File: src/rtl/core/chip8_register_alu_branch_execute_unit_macros.svh
// ----------------------------------------------------------------------------
// chip8 execute unit assertion macros
// concurrent assertion wrappers, empty when SYNTHESIS is defined
// ----------------------------------------------------------------------------
`ifndef CHIP8_REGISTER_ALU_BRANCH_EXECUTE_UNIT_MACROS_SVH
`define CHIP8_REGISTER_ALU_BRANCH_EXECUTE_UNIT_MACROS_SVH

`ifndef SYNTHESIS

// same-cycle implication
`define C8_ASSERT_IMPLIES(label, clk, rst_n, cond, prop) \
    label: assert property (@(posedge clk) disable iff (!rst_n) (cond) |-> (prop)) \
        else $error("assertion failed");

// next-cycle implication
`define C8_ASSERT_NEXT(label, clk, rst_n, cond, prop) \
    label: assert property (@(posedge clk) disable iff (!rst_n) (cond) |=> (prop)) \
        else $error("assertion failed");

`else

`define C8_ASSERT_IMPLIES(label, clk, rst_n, cond, prop)

`define C8_ASSERT_NEXT(label, clk, rst_n, cond, prop)

`endif

`endif

File: src/rtl/core/c8exe_pkg.sv
// ----------------------------------------------------------------------------
// c8exe_pkg
// shared types, opcode codes and sizes of the chip8 execute unit
// ----------------------------------------------------------------------------
`timescale 1ns / 1ps
`default_nettype none

package c8exe_pkg;

    localparam int STACK_DEPTH = 16;
    localparam int SC_W        = $clog2(STACK_DEPTH + 1);
    localparam int SP_W        = $clog2(STACK_DEPTH);

    localparam int NUM_REGS = 16;
    localparam int RA_W     = $clog2(NUM_REGS);

    localparam int FQ_DEPTH = 2;
    localparam int FQ_AW    = $clog2(FQ_DEPTH);
    localparam int FQ_CW    = $clog2(FQ_DEPTH + 1);

    localparam int RQ_DEPTH = 2;
    localparam int RQ_AW    = $clog2(RQ_DEPTH);
    localparam int RQ_CW    = $clog2(RQ_DEPTH + 1);

    localparam logic [11:0] PC_RESET = 12'h200;
    localparam logic [11:0] PC_STEP  = 12'd2;
    localparam logic [11:0] PC_SKIP  = 12'd4;
    localparam logic [RA_W-1:0] REG_V0 = RA_W'(0);
    localparam logic [RA_W-1:0] REG_VF = RA_W'(NUM_REGS - 1);

    // item kinds
    localparam logic OP_EXEC = 1'b0;
    localparam logic OP_TICK = 1'b1;

    // top nibble opcode groups
    localparam logic [3:0] OPC_SYS  = 4'h0;
    localparam logic [3:0] OPC_JP   = 4'h1;
    localparam logic [3:0] OPC_CALL = 4'h2;
    localparam logic [3:0] OPC_SE   = 4'h3;
    localparam logic [3:0] OPC_SNE  = 4'h4;
    localparam logic [3:0] OPC_SER  = 4'h5;
    localparam logic [3:0] OPC_LD   = 4'h6;
    localparam logic [3:0] OPC_ADD  = 4'h7;
    localparam logic [3:0] OPC_ALU  = 4'h8;
    localparam logic [3:0] OPC_SNER = 4'h9;
    localparam logic [3:0] OPC_LDI  = 4'hA;
    localparam logic [3:0] OPC_JPV0 = 4'hB;
    localparam logic [3:0] OPC_RND  = 4'hC;
    localparam logic [3:0] OPC_MISC = 4'hF;

    localparam logic [15:0] INS_RET = 16'h00EE;
    localparam logic [3:0]  N_ZERO  = 4'h0;

    // 8xy_ sub-operations
    localparam logic [3:0] ALU_LD   = 4'h0;
    localparam logic [3:0] ALU_OR   = 4'h1;
    localparam logic [3:0] ALU_AND  = 4'h2;
    localparam logic [3:0] ALU_XOR  = 4'h3;
    localparam logic [3:0] ALU_ADD  = 4'h4;
    localparam logic [3:0] ALU_SUB  = 4'h5;
    localparam logic [3:0] ALU_SHR  = 4'h6;
    localparam logic [3:0] ALU_SUBN = 4'h7;
    localparam logic [3:0] ALU_SHL  = 4'hE;

    // Fx__ sub-operations
    localparam logic [7:0] FX_GET_DT = 8'h07;
    localparam logic [7:0] FX_SET_DT = 8'h15;
    localparam logic [7:0] FX_SET_ST = 8'h18;
    localparam logic [7:0] FX_ADD_I  = 8'h1E;
    localparam logic [7:0] FX_LD_I_V = 8'h29;

    typedef enum logic [1:0] {
        ST_OK        = 2'd0,
        ST_UNSUP     = 2'd1,
        ST_OVERFLOW  = 2'd2,
        ST_UNDERFLOW = 2'd3
    } status_t;

    typedef enum logic [4:0] {
        K_TICK,
        K_UNSUP,
        K_RET,
        K_JP,
        K_CALL,
        K_SE_K,
        K_SNE_K,
        K_SE_R,
        K_SNE_R,
        K_LD_K,
        K_ADD_K,
        K_ALU,
        K_LD_I,
        K_JP_V0,
        K_GET_DT,
        K_SET_DT,
        K_SET_ST,
        K_ADD_I,
        K_LD_I_V
    } kind_t;

    // decoded instruction handed from front to back
    typedef struct packed {
        kind_t            kind;
        logic [RA_W-1:0]  x;
        logic [RA_W-1:0]  y;
        logic [3:0]       alu;
        logic [7:0]       imm;
        logic [11:0]      nnn;
    } dec_t;

    typedef struct packed {
        logic [11:0]     next_pc;
        logic [15:0]     index_value;
        logic            dest_written;
        logic [RA_W-1:0] dest_reg;
        logic [7:0]      dest_value;
        logic            flag_written;
        logic [7:0]      flag_value;
        logic            sound_active;
        status_t         status;
    } res_t;

endpackage

`default_nettype wire

File: src/rtl/core/chip8_register_alu_branch_execute_unit.sv
// ----------------------------------------------------------------------------
// chip8_register_alu_branch_execute_unit
// chip8 register, alu and branch execute unit with queue-style ports
// ----------------------------------------------------------------------------
// usage:
//   input side is a queue write port: drive op, instruction, random_byte and
//   raise push; the transaction is taken on a clock edge with full low.
//   op 0 executes the instruction word, op 1 applies one timer tick.
//   result side is a queue read port: while empty is low the oldest result
//   sits on the result ports; raise pop to take it.
//   every input transaction gives exactly one result transaction.
// path: an item passes the decode queue, the execute register and the
//   result queue in that order before its result can be popped.
// throughput: one instruction per cycle while the result queue has room;
//   register-file reads are registered with a write bypass so that
//   dependent instructions still issue back to back.
// reset: registers clear to zero, pc to 0x200, stack empty, both queues
//   empty; the return stack contents stay undefined until pushed.
// stall: when pop is held low the two-entry result queue fills, execute
//   halts, then the two-entry decode queue fills and full rises.
// ----------------------------------------------------------------------------
`timescale 1ns / 1ps
`default_nettype none

module chip8_register_alu_branch_execute_unit
    import c8exe_pkg::*;
(
    input  wire logic        clk,
    input  wire logic        rst_n,
    input  wire logic        push,
    output logic             full,
    input  wire logic        op,
    input  wire logic [15:0] instruction,
    input  wire logic [7:0]  random_byte,
    output logic             empty,
    input  wire logic        pop,
    output logic [11:0]      next_pc,
    output logic [15:0]      index_value,
    output logic             dest_written,
    output logic [3:0]       dest_reg,
    output logic [7:0]       dest_value,
    output logic             flag_written,
    output logic [7:0]       flag_value,
    output logic             sound_active,
    output logic [1:0]       status
);

    dec_t fq_item;
    logic fq_empty;
    logic fq_pop;
    res_t res_head;

    c8exe_front u_front (
        .clk         (clk),
        .rst_n       (rst_n),
        .push        (push),
        .full        (full),
        .op          (op),
        .instruction (instruction),
        .random_byte (random_byte),
        .fq_item     (fq_item),
        .fq_empty    (fq_empty),
        .fq_pop      (fq_pop)
    );

    c8exe_back u_back (
        .clk      (clk),
        .rst_n    (rst_n),
        .fq_item  (fq_item),
        .fq_empty (fq_empty),
        .fq_pop   (fq_pop),
        .pop      (pop),
        .empty    (empty),
        .res_head (res_head)
    );

    assign next_pc      = res_head.next_pc;
    assign index_value  = res_head.index_value;
    assign dest_written = res_head.dest_written;
    assign dest_reg     = res_head.dest_reg;
    assign dest_value   = res_head.dest_value;
    assign flag_written = res_head.flag_written;
    assign flag_value   = res_head.flag_value;
    assign sound_active = res_head.sound_active;
    assign status       = res_head.status;

endmodule

`default_nettype wire

File: src/rtl/core/c8exe_front.sv
// ----------------------------------------------------------------------------
// c8exe_front
// accepts items, decodes them into kinds and queues them for the back end
// ----------------------------------------------------------------------------
`timescale 1ns / 1ps
`default_nettype none

module c8exe_front
    import c8exe_pkg::*;
(
    input  wire logic        clk,
    input  wire logic        rst_n,
    input  wire logic        push,
    output logic             full,
    input  wire logic        op,
    input  wire logic [15:0] instruction,
    input  wire logic [7:0]  random_byte,
    output dec_t             fq_item,
    output logic             fq_empty,
    input  wire logic        fq_pop
);

    dec_t              dec;
    dec_t              fq_mem_reg [FQ_DEPTH];
    logic [FQ_AW-1:0]  wr_ptr_reg, wr_ptr_next;
    logic [FQ_AW-1:0]  rd_ptr_reg, rd_ptr_next;
    logic [FQ_CW-1:0]  cnt_reg, cnt_next;
    logic              do_push;
    logic              do_pop;

    always_comb
    begin
        dec.kind = K_UNSUP;
        dec.x    = instruction[11:8];
        dec.y    = instruction[7:4];
        dec.alu  = instruction[3:0];
        dec.imm  = instruction[7:0];
        dec.nnn  = instruction[11:0];
        if (op == OP_TICK)
        begin
            dec.kind = K_TICK;
        end
        else
        begin
            unique case (instruction[15:12])
                OPC_SYS:  dec.kind = (instruction == INS_RET) ? K_RET : K_UNSUP;
                OPC_JP:   dec.kind = K_JP;
                OPC_CALL: dec.kind = K_CALL;
                OPC_SE:   dec.kind = K_SE_K;
                OPC_SNE:  dec.kind = K_SNE_K;
                OPC_SER:  dec.kind = (instruction[3:0] == N_ZERO) ? K_SE_R : K_UNSUP;
                OPC_LD:   dec.kind = K_LD_K;
                OPC_ADD:  dec.kind = K_ADD_K;
                OPC_ALU:
                begin
                    unique case (instruction[3:0]) inside
                        ALU_LD, ALU_OR, ALU_AND, ALU_XOR, ALU_ADD, ALU_SUB,
                        ALU_SHR, ALU_SUBN, ALU_SHL: dec.kind = K_ALU;
                        default:                    dec.kind = K_UNSUP;
                    endcase
                end
                OPC_SNER: dec.kind = (instruction[3:0] == N_ZERO) ? K_SNE_R : K_UNSUP;
                OPC_LDI:  dec.kind = K_LD_I;
                OPC_JPV0: dec.kind = K_JP_V0;
                OPC_RND:
                begin
                    // random AND folds into a plain immediate load
                    dec.kind = K_LD_K;
                    dec.imm  = random_byte & instruction[7:0];
                end
                OPC_MISC:
                begin
                    unique case (instruction[7:0])
                        FX_GET_DT: dec.kind = K_GET_DT;
                        FX_SET_DT: dec.kind = K_SET_DT;
                        FX_SET_ST: dec.kind = K_SET_ST;
                        FX_ADD_I:  dec.kind = K_ADD_I;
                        FX_LD_I_V: dec.kind = K_LD_I_V;
                        default:   dec.kind = K_UNSUP;
                    endcase
                end
                default:  dec.kind = K_UNSUP;
            endcase
        end
    end

    assign full     = (cnt_reg == FQ_CW'(FQ_DEPTH));
    assign fq_empty = (cnt_reg == '0);
    assign do_push  = push && !full;
    assign do_pop   = fq_pop && !fq_empty;
    assign fq_item  = fq_mem_reg[rd_ptr_reg];

    always_comb
    begin
        wr_ptr_next = wr_ptr_reg;
        rd_ptr_next = rd_ptr_reg;
        cnt_next    = cnt_reg;
        if (do_push)
        begin
            wr_ptr_next = (wr_ptr_reg == FQ_AW'(FQ_DEPTH - 1)) ? '0 : wr_ptr_reg + 1'b1;
        end
        if (do_pop)
        begin
            rd_ptr_next = (rd_ptr_reg == FQ_AW'(FQ_DEPTH - 1)) ? '0 : rd_ptr_reg + 1'b1;
        end
        if (do_push && !do_pop)
        begin
            cnt_next = cnt_reg + 1'b1;
        end
        else if (do_pop && !do_push)
        begin
            cnt_next = cnt_reg - 1'b1;
        end
    end

    always_ff @(posedge clk or negedge rst_n)
    begin
        if (!rst_n)
        begin
            wr_ptr_reg <= '0;
            rd_ptr_reg <= '0;
            cnt_reg    <= '0;
        end
        else
        begin
            wr_ptr_reg <= wr_ptr_next;
            rd_ptr_reg <= rd_ptr_next;
            cnt_reg    <= cnt_next;
        end
    end

    always_ff @(posedge clk)
    begin
        if (do_push)
        begin
            fq_mem_reg[wr_ptr_reg] <= dec;
        end
    end

endmodule

`default_nettype wire

File: src/rtl/core/c8exe_back.sv
// ----------------------------------------------------------------------------
// c8exe_back
// executes decoded items against the machine state and queues the results
// ----------------------------------------------------------------------------
`timescale 1ns / 1ps
`default_nettype none

`include "chip8_register_alu_branch_execute_unit_macros.svh"

module c8exe_back
    import c8exe_pkg::*;
(
    input  wire logic clk,
    input  wire logic rst_n,
    input  dec_t      fq_item,
    input  wire logic fq_empty,
    output logic      fq_pop,
    input  wire logic pop,
    output logic      empty,
    output res_t      res_head
);

    // register file, vf and v0 kept in flops beside it
    logic [7:0]          rf_mem [NUM_REGS];
    logic [NUM_REGS-1:0] rf_valid_reg;
    logic                rf_we;
    logic [RA_W-1:0]     rf_wa;
    logic [7:0]          rf_wd;
    logic [7:0]          vf_reg, vf_next;
    logic [7:0]          v0_reg;

    // execute stage
    logic                e_valid_reg;
    dec_t                e_item_reg;
    logic [7:0]          rdx_raw_reg, rdy_raw_reg;
    logic                rdx_ok_reg, rdy_ok_reg;
    logic                byp_x_reg, byp_y_reg;
    logic [7:0]          byp_data_reg;
    logic                e_load;
    logic                e_fire;
    logic [7:0]          vx_file, vy_file, vx, vy;

    // architectural state
    logic [11:0]         pc_reg, pc_next;
    logic [15:0]         idx_reg, idx_next;
    logic [7:0]          dt_reg, dt_next;
    logic [7:0]          st_reg, st_next;
    logic [SC_W-1:0]     sc_reg, sc_next;
    logic [11:0]         stack_mem_reg [STACK_DEPTH];
    logic                stk_push;
    logic [SC_W-1:0]     sc_dec;
    logic [11:0]         pc_plus2, pc_plus4;
    logic [8:0]          sum9;
    logic                wr, fw;
    logic [7:0]          wres, flag;
    status_t             status;
    res_t                res;

    // result queue
    res_t                rq_mem_reg [RQ_DEPTH];
    logic [RQ_AW-1:0]    rq_wr_ptr_reg, rq_rd_ptr_reg;
    logic [RQ_CW-1:0]    rq_cnt_reg, rq_cnt_next;
    logic                rq_pop;
    logic                rq_space;

    assign rq_pop   = pop && !empty;
    assign empty    = (rq_cnt_reg == '0);
    assign rq_space = (rq_cnt_reg != RQ_CW'(RQ_DEPTH)) || rq_pop;
    assign e_fire   = e_valid_reg && rq_space;
    assign e_load   = !fq_empty && (!e_valid_reg || e_fire);
    assign fq_pop   = e_load;
    assign res_head = rq_mem_reg[rq_rd_ptr_reg];

    // operands: same-edge write bypass, then valid bit, then vf override
    assign vx_file = byp_x_reg ? byp_data_reg : (rdx_ok_reg ? rdx_raw_reg : 8'h00);
    assign vy_file = byp_y_reg ? byp_data_reg : (rdy_ok_reg ? rdy_raw_reg : 8'h00);
    assign vx      = (e_item_reg.x == REG_VF) ? vf_reg : vx_file;
    assign vy      = (e_item_reg.y == REG_VF) ? vf_reg : vy_file;

    assign pc_plus2 = pc_reg + PC_STEP;
    assign pc_plus4 = pc_reg + PC_SKIP;
    assign sum9     = {1'b0, vx} + {1'b0, vy};
    assign sc_dec   = sc_reg - 1'b1;

    always_comb
    begin
        pc_next  = pc_plus2;
        idx_next = idx_reg;
        dt_next  = dt_reg;
        st_next  = st_reg;
        sc_next  = sc_reg;
        stk_push = 1'b0;
        wr       = 1'b0;
        fw       = 1'b0;
        wres     = 8'h00;
        flag     = 8'h00;
        status   = ST_OK;
        case (e_item_reg.kind)
            K_TICK:
            begin
                pc_next = pc_reg;
                if (dt_reg != 8'h00)
                begin
                    dt_next = dt_reg - 1'b1;
                end
                if (st_reg != 8'h00)
                begin
                    st_next = st_reg - 1'b1;
                end
            end
            K_RET:
            begin
                if (sc_reg == '0)
                begin
                    status = ST_UNDERFLOW;
                end
                else
                begin
                    sc_next = sc_dec;
                    pc_next = stack_mem_reg[sc_dec[SP_W-1:0]];
                end
            end
            K_JP:    pc_next = e_item_reg.nnn;
            K_CALL:
            begin
                if (sc_reg == SC_W'(STACK_DEPTH))
                begin
                    status = ST_OVERFLOW;
                end
                else
                begin
                    stk_push = 1'b1;
                    sc_next  = sc_reg + 1'b1;
                    pc_next  = e_item_reg.nnn;
                end
            end
            K_SE_K:  pc_next = (vx == e_item_reg.imm) ? pc_plus4 : pc_plus2;
            K_SNE_K: pc_next = (vx != e_item_reg.imm) ? pc_plus4 : pc_plus2;
            K_SE_R:  pc_next = (vx == vy) ? pc_plus4 : pc_plus2;
            K_SNE_R: pc_next = (vx != vy) ? pc_plus4 : pc_plus2;
            K_LD_K:
            begin
                wr   = 1'b1;
                wres = e_item_reg.imm;
            end
            K_ADD_K:
            begin
                wr   = 1'b1;
                wres = vx + e_item_reg.imm;
            end
            K_ALU:
            begin
                wr = 1'b1;
                case (e_item_reg.alu)
                    ALU_LD:  wres = vy;
                    ALU_OR:  wres = vx | vy;
                    ALU_AND: wres = vx & vy;
                    ALU_XOR: wres = vx ^ vy;
                    ALU_ADD:
                    begin
                        fw   = 1'b1;
                        wres = sum9[7:0];
                        flag = {7'b0, sum9[8]};
                    end
                    ALU_SUB:
                    begin
                        fw   = 1'b1;
                        wres = vx - vy;
                        flag = {7'b0, (vx >= vy)};
                    end
                    ALU_SHR:
                    begin
                        fw   = 1'b1;
                        wres = {1'b0, vx[7:1]};
                        flag = {7'b0, vx[0]};
                    end
                    ALU_SUBN:
                    begin
                        fw   = 1'b1;
                        wres = vy - vx;
                        flag = {7'b0, (vy >= vx)};
                    end
                    ALU_SHL:
                    begin
                        fw   = 1'b1;
                        wres = {vx[6:0], 1'b0};
                        flag = {7'b0, vx[7]};
                    end
                    default: wres = vy;
                endcase
            end
            K_LD_I:   idx_next = {4'h0, e_item_reg.nnn};
            K_JP_V0:  pc_next  = e_item_reg.nnn + {4'h0, v0_reg};
            K_GET_DT:
            begin
                wr   = 1'b1;
                wres = dt_reg;
            end
            K_SET_DT: dt_next  = vx;
            K_SET_ST: st_next  = vx;
            K_ADD_I:  idx_next = idx_reg + {8'h00, vx};
            K_LD_I_V: idx_next = {8'h00, vx};
            default:  status   = ST_UNSUP;
        endcase
    end

    // flag lands after the result, so it wins when x is vf
    always_comb
    begin
        vf_next = vf_reg;
        if (fw)
        begin
            vf_next = flag;
        end
        else if (wr && (e_item_reg.x == REG_VF))
        begin
            vf_next = wres;
        end
    end

    assign rf_we = e_fire && wr && (e_item_reg.x != REG_VF);
    assign rf_wa = e_item_reg.x;
    assign rf_wd = wres;

    always_comb
    begin
        res.next_pc      = pc_next;
        res.index_value  = idx_next;
        res.dest_written = wr;
        res.dest_reg     = wr ? e_item_reg.x : '0;
        // with x at vf the register ends up holding the flag if fw, else wres
        res.dest_value   = wr ? ((e_item_reg.x == REG_VF) ? vf_next : wres) : 8'h00;
        res.flag_written = fw;
        res.flag_value   = vf_next;
        res.sound_active = (st_next != 8'h00);
        res.status       = status;
    end

    always_comb
    begin
        rq_cnt_next = rq_cnt_reg;
        if (e_fire && !rq_pop)
        begin
            rq_cnt_next = rq_cnt_reg + 1'b1;
        end
        else if (rq_pop && !e_fire)
        begin
            rq_cnt_next = rq_cnt_reg - 1'b1;
        end
    end

    always_ff @(posedge clk or negedge rst_n)
    begin
        if (!rst_n)
        begin
            e_valid_reg   <= 1'b0;
            rf_valid_reg  <= '0;
            vf_reg        <= 8'h00;
            v0_reg        <= 8'h00;
            pc_reg        <= PC_RESET;
            idx_reg       <= 16'h0000;
            dt_reg        <= 8'h00;
            st_reg        <= 8'h00;
            sc_reg        <= '0;
            rq_wr_ptr_reg <= '0;
            rq_rd_ptr_reg <= '0;
            rq_cnt_reg    <= '0;
            rdx_ok_reg    <= 1'b0;
            rdy_ok_reg    <= 1'b0;
            byp_x_reg     <= 1'b0;
            byp_y_reg     <= 1'b0;
        end
        else
        begin
            if (e_load)
            begin
                e_valid_reg <= 1'b1;
            end
            else if (e_fire)
            begin
                e_valid_reg <= 1'b0;
            end
            if (e_load)
            begin
                rdx_ok_reg <= rf_valid_reg[fq_item.x];
                rdy_ok_reg <= rf_valid_reg[fq_item.y];
                byp_x_reg  <= rf_we && (rf_wa == fq_item.x);
                byp_y_reg  <= rf_we && (rf_wa == fq_item.y);
            end
            if (rf_we)
            begin
                rf_valid_reg[rf_wa] <= 1'b1;
                if (rf_wa == REG_V0)
                begin
                    v0_reg <= rf_wd;
                end
            end
            if (e_fire)
            begin
                vf_reg  <= vf_next;
                pc_reg  <= pc_next;
                idx_reg <= idx_next;
                dt_reg  <= dt_next;
                st_reg  <= st_next;
                sc_reg  <= sc_next;
                rq_wr_ptr_reg <= (rq_wr_ptr_reg == RQ_AW'(RQ_DEPTH - 1)) ? '0
                                 : rq_wr_ptr_reg + 1'b1;
            end
            if (rq_pop)
            begin
                rq_rd_ptr_reg <= (rq_rd_ptr_reg == RQ_AW'(RQ_DEPTH - 1)) ? '0
                                 : rq_rd_ptr_reg + 1'b1;
            end
            rq_cnt_reg <= rq_cnt_next;
        end
    end

    // register file memory, registered read ports at x and y
    always_ff @(posedge clk)
    begin
        if (rf_we)
        begin
            rf_mem[rf_wa] <= rf_wd;
        end
        if (e_load)
        begin
            rdx_raw_reg  <= rf_mem[fq_item.x];
            rdy_raw_reg  <= rf_mem[fq_item.y];
            byp_data_reg <= rf_wd;
            e_item_reg   <= fq_item;
        end
    end

    always_ff @(posedge clk)
    begin
        if (e_fire && stk_push)
        begin
            stack_mem_reg[sc_reg[SP_W-1:0]] <= pc_plus2;
        end
        if (e_fire)
        begin
            rq_mem_reg[rq_wr_ptr_reg] <= res;
        end
    end

    `C8_ASSERT_IMPLIES(a_stack_bound, clk, rst_n, 1'b1, sc_reg <= SC_W'(STACK_DEPTH))
    `C8_ASSERT_IMPLIES(a_rq_block, clk, rst_n, (rq_cnt_reg == RQ_CW'(RQ_DEPTH)) && !rq_pop, !e_fire)
    `C8_ASSERT_NEXT(a_tick_pc, clk, rst_n, e_fire && (e_item_reg.kind == K_TICK), $stable(pc_reg))
    `C8_ASSERT_NEXT(a_ovf_sc, clk, rst_n, e_fire && (status == ST_OVERFLOW), $stable(sc_reg))

endmodule

`default_nettype wire
File: config.mk
export PLATFORM = sky130hd
export DESIGN_NAME = chip8_register_alu_branch_execute_unit
export DESIGN_NICKNAME = d
export VERILOG_FILES = /design/src/rtl/core/c8exe_pkg.sv /design/src/rtl/core/chip8_register_alu_branch_execute_unit.sv /design/src/rtl/core/c8exe_front.sv /design/src/rtl/core/c8exe_back.sv
export VERILOG_INCLUDE_DIRS = /design/src /design/src/rtl/core
export SDC_FILE = /design/constraint.sdc
export NUM_CORES = 1
export LEC_CHECK = 0
export ABC_AREA = 0
export BUFFER_PORTS_ARGS = -buffer_cell sky130_fd_sc_hd__buf_4
export CAP_MARGIN = 20
export CELL_PAD_IN_SITES_DETAIL_PLACEMENT = 1
export CELL_PAD_IN_SITES_GLOBAL_PLACEMENT = 2
export CORE_MARGIN = 1.5
export CORE_UTILIZATION = 44
export DETAILED_ROUTE_END_ITERATION = 10
export GPL_TIMING_DRIVEN = 0
export HOLD_SLACK_MARGIN = 0.02
export PLACE_DENSITY_LB_ADDON = 0.2
export SKIP_CTS_REPAIR_TIMING = 1
export SYNTH_ARGS = -nofsm -noshare
export SYNTH_HDL_FRONTEND = slang
export SYNTH_SLANG_ARGS = --single-unit
export TNS_END_PERCENT = 100
File: constraint.sdc
create_clock -name clk -period 5.41 [get_ports clk]
set_input_delay 1.082 -clock clk [delete_from_list [all_inputs] [get_ports clk]]
set_output_delay 1.082 -clock clk [all_outputs]
set_load 0.03 [all_outputs]
==> metrics <==
clock sinks=619; CTS tree=yes; Layout Nets=2,951; Die W=270 um; Worst Tran Pin Value=1170 ps; CTS H-Tree Depth=3; root buf cell=clkbuf_16; Final setup viols=0; status=complete, no violations; largest family of logic cells by synthesized area=simple AND/OR/NAND/NOR gates; setup TNS=0 ps; Worst Path Arrival=5620 ps; CTS buffer count=70; startpoint types=register; Routed Antenna Nets=0; Longest Clk Path Bufs=3; Seq/Total Area, Yosys=0.579; fraction of layout cells with a size suffix above 1=0.168; Slowest Stage Delay on Critical Path=730 ps; Cells after Synth=2,642; Avg Cell Area, Syn=11.8 um2; most common flop cell mapped by yosys=edfxtp_1; worst-path cell chain=nand4_1 > clkbuf_1 > o21ai_0 > buf_2 > inv_1 > ha_1 > o21ba_2 > o21ai_1 > a21oi_1 > o21ai_0 > xnor2_1 > o21ai_0 > o221ai_1 > and2_1 > clkinvlp_4 > buf_4; largest net degree at the start of global routing=49; Worst Setup Path Type=register to register; routability cong.=0.928; sequential cell area=0.0181 mm2; most frequent cells in the layout=edfxtp_1, nand2_1, nor2_1; post-route cell area=0.0359 mm2; drt first pass iters=5; minimum clock period=5270 ps; DRC errors left=0; Die Y=270 um; post-synthesis simple-gate area fraction=0.134; Layout Area Growth over Synthesis=14.8%; cell taking the most area after synthesis=edfxtp_1; post-synthesis mux area share=0.0770; WL per Instance=27.5 um; fill cell count=7,297; RSZ-0062 raised after global routing=no; slowest stage cell, crit path=edfxtp_1; core area=0.0703 mm2; port bufs=82; placed insts=3,706; most common cell after layout, fill and taps aside=edfxtp_1; Post-Synth Adder-Cell Area=0.0318; Layout Skew=27.1 ps; Clock transition at path regs=70 ps; post-synthesis compound-gate area fraction=0.127; max-slew violation count=0; Cell Area, Synth=0.0313 mm2; largest cells by area after synthesis=edfxtp_1, dfrtp_1, nand2_1; antenna violations before repair=0; gr ovfl total=0; warnings from Yosys=0; CP max FO=10; unique cell type count in the Yosys netlist=89; XOR/XNOR share of the synthesized area=0.0205; worst skew pair latency=620 ps; first-pass GRT wire length=158,000 um; Post-Place Cell Area=0.0336 mm2; worst hold path type=input port to async pin; max reg flops=192; vias in the first global route=24,400; final wirelength=106,000 um; Leakage=0.0131 uW; Die Area=0.0727 mm2; multi-input logic area=0.0124 mm2; fin crit share=0.974; vias=23,400; share of the synthesized area in the top cell type=0.504; Starting DRT DRC Count=2,107; Req. time, crit path=5760 ps; Peak supply drop=0.352 mV; Synth async-reset ratio=0.152; Post-synth EDFFs=525; most numerous cell on the critical path=o21ai_0; Global Route Usage Sum=0.290; relative slew slack=0.214; Starting Density=0.445; top achievable clock speed=190 MHz; Yosys reg bits=619; Hold Vio Cnt, Final=0; row cnt=97; CP endpoint kind=register; Vias/cell=6.10; # IOs=84; non-filler cells, final=3,838; PwrDens=701 mW/mm2; ant diodes=0; max-cap violations=0; Post-DP HPWL=76,600 um
==> worst max-delay path, delay by kind of cell, from the launching register on <==
kind            cells  cell delay [ps]
fa+ha+maj           1              390
xor+xnor            1              180
simple gates        2              800
buf+inv             5             1090
compound gates      7             1810
flops               1              730
==> metrics by stage <==
step           total power, uW  hold WS (ps)  setup slack, ps   util
5_1_grt                  26400           512             6.08  0.511
6_report                 25200           501              142  0.511
3_3_place_gp             19800           472            -1500  0.471
4_1_cts                  25100           502             -566  0.509
3_5_place_dp             20400           483             -561  0.478
2_1_floorplan            15600           450              982      -
==> logic make-up (layout without fill, tap and decap cells) <==
logic type               Yosys count  in the layout
flip-flops                       619            619
buffers and inverters            228            477
multiplexers                     167            167
XOR/XNOR                          71             71
AND/OR/NAND/NOR                  895            895
other                              1              8
adder cells (fa/ha/maj)           76             76
AO/OA/AOI/OAI                    585            585
==> cell usage after synthesis, drive strengths merged (40+ instances only) <==
library cell / number
mux2: 91
buf: 65
xnor2: 40
nand2: 427
nor2: 138
clkbuf: 91
dfrtp: 93
and3: 73
nand3: 64
ha: 70
mux4: 49
a21oi: 123
a31oi: 47
o21ai: 130
inv: 71
edfxtp: 525
==> routing by layer <==
metal  global-route usage  wire [um]  up-vias  part of all wire
met5                    0          0        -                 0
met4                0.103       3470        0             0.033
met3               0.0489       6900      188             0.065
met2                0.467      50000      837              0.47
met1                0.396      45300    12000              0.43
li1                     -          -    10300                 -
==> final timing paths <==
path / start / end / slack [ps] / depth (start not counted)
worst max-delay path: u_back.e_item_reg[4] / u_back.rf_mem[7][5] / 140 / 16
worst min-delay path: rst_n / u_back.pc_reg[4] / 500 / 1
worst max register to register: u_back.e_item_reg[4] / u_back.rf_mem[7][5] / 140 / 16
worst min register to register: u_back.rf_valid_reg[15] / u_back.rf_valid_reg[15] / 510 / 1
max in group asynchronous: rst_n / u_back.idx_reg[9] / 4150 / 2
min in group clk: u_back.rf_valid_reg[15] / u_back.rf_valid_reg[15] / 510 / 1
==> cell type report <==
cell class                      instances  area share
Tap cell                              940      0.0327
Timing Repair Buffer                  125      0.0311
Clock buffer                           92      0.0527
Multi-Input combinational cell       1802       0.344
Buffer                                156      0.0190
Sequential cell                       619       0.504
Inverter                               72     0.00773
Clock inverter                         32     0.00839
==> power by group <==
group	internal [uW]	switching [uW]
Sequential	6990	735
Clock	2670	1940
Combinational	4350	8530
No activity file was read; power rests on OpenSTA's default activity.
